<file path="config.mk">
export PLATFORM = sky130hd
export DESIGN_NAME = iba_csr_flat
export DESIGN_NICKNAME = d
export VERILOG_FILES = /design/src/rtl/iba_pkg.sv /design/src/rtl/iba_csr_if.sv /design/src/rtl/iba_csr.sv /design/src/flat_wrapper.sv
export SDC_FILE = /design/constraint.sdc
export NUM_CORES = 1
export LEC_CHECK = 0
export ABC_AREA = 1
export BUFFER_PORTS_ARGS = -buffer_cell sky130_fd_sc_hd__buf_2
export CAP_MARGIN = 20
export CORE_UTILIZATION = 27
export DETAILED_ROUTE_END_ITERATION = 7
export GPL_ROUTABILITY_DRIVEN = 0
export PLACE_DENSITY = 0.57
export SKIP_LAST_GASP = 1
export SYNTH_ARGS = -nofsm -noshare
export SYNTH_HDL_FRONTEND = slang
export SYNTH_SLANG_ARGS = --single-unit
</file>
<file path="constraint.sdc">
create_clock -name clock -period 0.8 [get_ports clock]
set_input_delay 0.04 -clock clock [delete_from_list [all_inputs] [get_ports clock]]
set_output_delay 0.04 -clock clock [all_outputs]
set_load 0.05 [all_outputs]
</file>
<file path="src/rtl/iba_pkg.sv">
`timescale 1ns / 1ps
package iba_pkg;

   localparam int INODE_COUNT    = 64;
   localparam int DIRECT_SLOTS   = 12;
   localparam int INDIRECT_SLOTS = 1024;
   localparam int BLOCK_COUNT    = 32768;

   localparam int MAP_ROW   = DIRECT_SLOTS + 1;
   localparam int DIR_DEPTH = INODE_COUNT * MAP_ROW;
   localparam int DIR_AW    = $clog2(DIR_DEPTH);
   localparam int IND_DEPTH = INODE_COUNT * INDIRECT_SLOTS;
   localparam int IND_AW    = $clog2(IND_DEPTH);

   localparam int INO_W     = 6;
   localparam int LB_W      = 12;
   localparam int TYPE_W    = 2;
   localparam int BLK_W     = 15;
   localparam int CNT_W     = 16;
   localparam int INO_CNT_W = 7;
   localparam int STAT_W    = 2;
   localparam int ALLOC_W   = 2;
   localparam int CSR_IW    = 2;
   localparam int CSR_DW    = 16;

   localparam logic [LB_W-1:0] LB_DIRECT = LB_W'(DIRECT_SLOTS);
   localparam logic [LB_W-1:0] LB_LIMIT  = LB_W'(DIRECT_SLOTS + INDIRECT_SLOTS);

   localparam logic [CSR_IW-1:0] REG_FIRST_DATA_BLOCK = 2'd0;
   localparam logic [CSR_IW-1:0] REG_BLOCK_LIMIT      = 2'd1;
   localparam logic [CSR_IW-1:0] REG_INODE_LIMIT      = 2'd2;

   localparam logic [BLK_W-1:0]     FIRST_DATA_BLOCK_RST = 15'd64;
   localparam logic [CNT_W-1:0]     BLOCK_LIMIT_RST      = 16'd32768;
   localparam logic [INO_CNT_W-1:0] INODE_LIMIT_RST      = 7'd64;
   localparam logic [INO_CNT_W-1:0] NEXT_INODE_RST       = 7'd1;

   typedef enum logic [STAT_W-1:0] {
      ST_OK,
      ST_NO_BLOCK,
      ST_NO_INODE,
      ST_TOO_LARGE
   } status_type;

   typedef enum logic {
      KIND_INODE,
      KIND_MAP
   } kind_type;

   typedef struct packed {
      logic                 reload;
      logic [CNT_W-1:0]     reload_value;
      logic [CNT_W-1:0]     block_lim;
      logic [INO_CNT_W-1:0] inode_lim;
   } cfg_type;

   function automatic logic [CNT_W-1:0] block_start(input logic [BLK_W-1:0] v);
      block_start = (v == '0) ? CNT_W'(1) : CNT_W'(v);
   endfunction

endpackage

</file>
<file path="src/rtl/iba_csr_if.sv">
`timescale 1ns / 1ps
interface iba_csr_if;
   import iba_pkg::*;

   logic              valid;
   logic              ready;
   logic [CSR_IW-1:0] index;
   logic [CSR_DW-1:0] data;

   modport source (output valid, index, data, input ready);
   modport sink (input valid, index, data, output ready);
endinterface

</file>
<file path="src/rtl/iba_csr.sv">
`timescale 1ns / 1ps
module iba_csr (
   input  logic             clock,
   input  logic             reset,
   iba_csr_if.sink          csr_ch,
   output iba_pkg::cfg_type cfg
);
   import iba_pkg::*;

   logic [CNT_W-1:0]     block_limit_ff;
   logic [INO_CNT_W-1:0] inode_limit_ff;
   logic                 wr;

   assign csr_ch.ready = 1'b1;
   assign wr           = csr_ch.valid;

   always_ff @(posedge clock) begin
      if (reset) begin
         block_limit_ff      <= BLOCK_LIMIT_RST;
         inode_limit_ff      <= INODE_LIMIT_RST;
      end else if (wr) begin
         unique case (csr_ch.index)
            REG_FIRST_DATA_BLOCK: ;
            REG_BLOCK_LIMIT:      block_limit_ff      <= csr_ch.data[CNT_W-1:0];
            REG_INODE_LIMIT:      inode_limit_ff      <= csr_ch.data[INO_CNT_W-1:0];
            default: ;
         endcase
      end
   end

   always_comb begin
      cfg.reload       = wr && (csr_ch.index == REG_FIRST_DATA_BLOCK);
      cfg.reload_value = block_start(csr_ch.data[BLK_W-1:0]);
      cfg.block_lim    = (block_limit_ff < CNT_W'(BLOCK_COUNT)) ?
                         block_limit_ff : CNT_W'(BLOCK_COUNT);
      cfg.inode_lim    = (inode_limit_ff < INO_CNT_W'(INODE_COUNT)) ?
                         inode_limit_ff : INO_CNT_W'(INODE_COUNT);
   end

endmodule

</file>
<file path="src/flat_wrapper.sv">
// flat-port wrapper written by rule: the top's interface ports become plain ports
module iba_csr_flat import iba_pkg::*;
  (clock, reset, cfg, csr_ch_valid, csr_ch_index, csr_ch_data, csr_ch_ready);
  iba_csr_if csr_ch_i ();
  input  logic clock;
  input  logic reset;
  output iba_pkg::cfg_type cfg;
  input wire logic [$bits(csr_ch_i.valid)-1:0] csr_ch_valid;
  input wire logic [$bits(csr_ch_i.index)-1:0] csr_ch_index;
  input wire logic [$bits(csr_ch_i.data)-1:0] csr_ch_data;
  output wire logic [$bits(csr_ch_i.ready)-1:0] csr_ch_ready;
  assign csr_ch_i.valid = csr_ch_valid;
  assign csr_ch_i.index = csr_ch_index;
  assign csr_ch_i.data = csr_ch_data;
  assign csr_ch_ready = csr_ch_i.ready;
  iba_csr u_core (.clock(clock), .reset(reset), .csr_ch(csr_ch_i), .cfg(cfg));
endmodule
</file>
==> metrics.md <==
| Metric | Value |
|---|---|
| Total core area | `4120 um^2` |
| Slew Viols, Final | `0` |
| Fraction of layout cells with a size suffix above 1 | `0.470` |
| Clock tree from TritonCTS | `yes` |
| Depth of the CTS H-tree | `1` |
| Final setup fails | `23` |
| Final period utilization | `1.35` |
| Root buf cell | `clkbuf_8` |
| Pwr dens | `1320 nW/um^2` |
| Initial antenna violation count | `0` |
| Max-cap violations | `0` |
| CP endpoint kind | `output pin` |
| Tot GR Track Use | `0.135` |
| Arr. time, crit path | `1040 ps` |
| Synth Area in Adders | `0` |
| Drt first pass iters | `4` |
| Die ar. | `4680 um^2` |
| Simple-gate share of the synthesized area | `0.336` |
| Critical path class | `flip-flop to output pin` |
| CP required | `760 ps` |
| Vias/cell | `4.11` |
| Pin count of the biggest net entering global routing | `24` |
| Main combinational cell family by area after synthesis | `simple AND/OR/NAND/NOR gates` |
| P&R area growth vs syn | `76.8%` |
| First-pass GRT wire length | `4720 um` |
| DR iter-0 viols | `56` |
| Syn Std Cell Area | `1190 um^2` |
| P_leak | `0.924 nW` |
| HP Class | `input port to flip-flop` |
| Synthesis Warnings | `0` |
| Initial core utilization | `0.289` |
| ANT cells | `0` |
| CTS Buf Count | `3` |
| Crit-path max FO | `6` |
| DRC viols | `0` |
| Register area share after synthesis | `0.387` |
| GRT overflow | `0` |
| Finished layout cell area | `2110 um^2` |
| Vias in the first global route | `1071` |
| Max Buffers Root-to-Sink | `2` |
| RSZ-0062 raised after global routing | `yes` |
| Violated checks | `negative setup slack` |
| Final wirelength | `3020 um` |
| Synth Register Bits | `23` |
| Inst Count DP | `296` |
| # port buffers | `59` |
| FILL cells | `401` |
| Largest cells by area after synthesis | `dfxtp_1 39%, nor2_1 23%, inv_1 8.2%` |
| Vert. Die Dim | `68.4 um` |
| Crit path time final | `1080 ps` |
| Skew-Pair Late Insertion Delay | `260 ps` |
| Setup Skew | `0 ps` |
| Leading area contributor after synthesis | `dfxtp_1` |
| Chip Width | `68.4 um` |
| Cell variety after synth | `17` |
| FP Rows | `23` |
| Top cell type's share of synthesized area | `0.387` |
| Final std cells w/o fill | `301` |
| Post-CTS setup repair buffer count | `0` |
| Post-DRT Antenna Nets | `0` |
| Synthesized area per cell | `6.20 um^2` |
| Post-Synth XOR/XNOR Area | `0` |
| Post-Place Cell Area | `1760 um^2` |
| Final Hold Viols | `0` |
| DR vias | `1237` |
| Syn nets | `213` |
| I/O Pins | `62` |
| Gate Count Post-Synth | `192` |
| Nets | `273` |
| Final HPWL from detailed placement | `2230 um` |
| Complex-gate fraction of the synthesized area | `0.0630` |
| Status | `finished, violations left` |
| Routed wire per std cell | `10.0 um` |
| Setup tns final | `-5570 ps` |
| Clock sinks | `23` |
| Peak supply drop | `1.04 mV` |
| Fmax | `0.927 GHz` |
| Final worst setup slack | `-279 ps` |
| Worst Setup Start Kind | `flip-flop` |
| Post-synthesis mux area share | `0` |
| Worst-path clk slew | `80 ps` |
-- worst max-delay path, stage by stage, from the launching register on --
cell and delay [ps]:
dfxtp_4 390, buf_12 150, nor2_4 90, buf_8 150
-- what timing repair did --
action	CTS	global route
cloned	1	0
gates resized for setup	56	25
setup endpoints to repair	24	24
hold buffers	1	0
pin swaps	11	13
endpoints found under the hold margin	1	0
-- power breakdown --
part	switching [mW]	leakage [nW]	internal [mW]
Sequential	0.0438	0.188	1.20
Combinational	0.506	0.711	0.304
Clock	0.370	0.0255	0.347
Total	0.919	0.924	1.85
-- registers in the layout, indices dropped and copies added, names as in the netlist --
register / cells
u_core.block_limit_ff: 16
u_core.inode_limit_ff: 7
-- cells by family (layout without fill, tap and decap cells) --
kind of cell,count (synthesis),in the layout
other,2,2
AOI/OAI and AO/OA,15,15
buffers and inverters,52,111
and+or+nand+nor,100,100
DFF,23,23
-- Yosys cell counts, drive strengths merged --
library cell	instances
nand3	4
clkbuf	17
buf	8
inv	27
nand2	22
conb	2
dfxtp	23
o21ai	15
nor2	73
nand4	1
-- per-layer routing --
metal | part of all wire | GRT usage
met5 | 0 | 0
met4 | 0.0043 | 0.0234
met3 | 0.052 | 0.0300
met2 | 0.53 | 0.234
met1 | 0.42 | 0.172
-- cell type report --
cell class | count | area, um^2 | share of cell area
clock buffer | 3 | 41.3 | 0.0196
inverter | 27 | 106 | 0.0505
multi-input combinational | 117 | 673 | 0.320
clock inverter | 1 | 5.00 | 0.00238
timing repair buffer | 80 | 749 | 0.356
tap | 50 | 62.6 | 0.0297
sequential | 23 | 468 | 0.222
-- cell usage in the layout (no fill, tap or decap), drive strengths merged --
| master | count |
|---|---|
| clkinv | 1 |
| dfxtp | 23 |
| clkbuf | 3 |
| nand2 | 22 |
| nand3 | 4 |
| conb | 2 |
| nand4 | 1 |
| dlygate4sd3 | 1 |
| inv | 27 |
| buf | 79 |
| o21ai | 15 |
| nor2 | 73 |
-- per-stage QoR --
stage	hold WS, ps	worst slack (ps)	power [mW]	utilization
2_1_floorplan	153	-134	1.79	-
3_3_place_gp	256	-96.3	2.00	0.428
3_5_place_dp	250	-97.8	2.00	0.428
4_1_cts	39.9	-295	2.77	0.486
5_1_grt	23.0	-330	2.94	0.512
6_report	27.8	-279	2.77	0.512
-- final timing paths --
| kind | start | endpoint | slack [ps] | cells after the start |
|---|---|---|---|---|
| worst max-delay path | u_core.block_limit_ff[15] | cfg[19] | -280 | 3 |
| worst min-delay path | csr_ch_data[2] | u_core.inode_limit_ff[2] | 30 | 3 |
| worst max register to register | u_core.block_limit_ff[15] | u_core.block_limit_ff[15] | 40 | 3 |
| worst min register to register | u_core.block_limit_ff[13] | u_core.block_limit_ff[13] | 490 | 2 |
(Power assumes the default switching activity.)
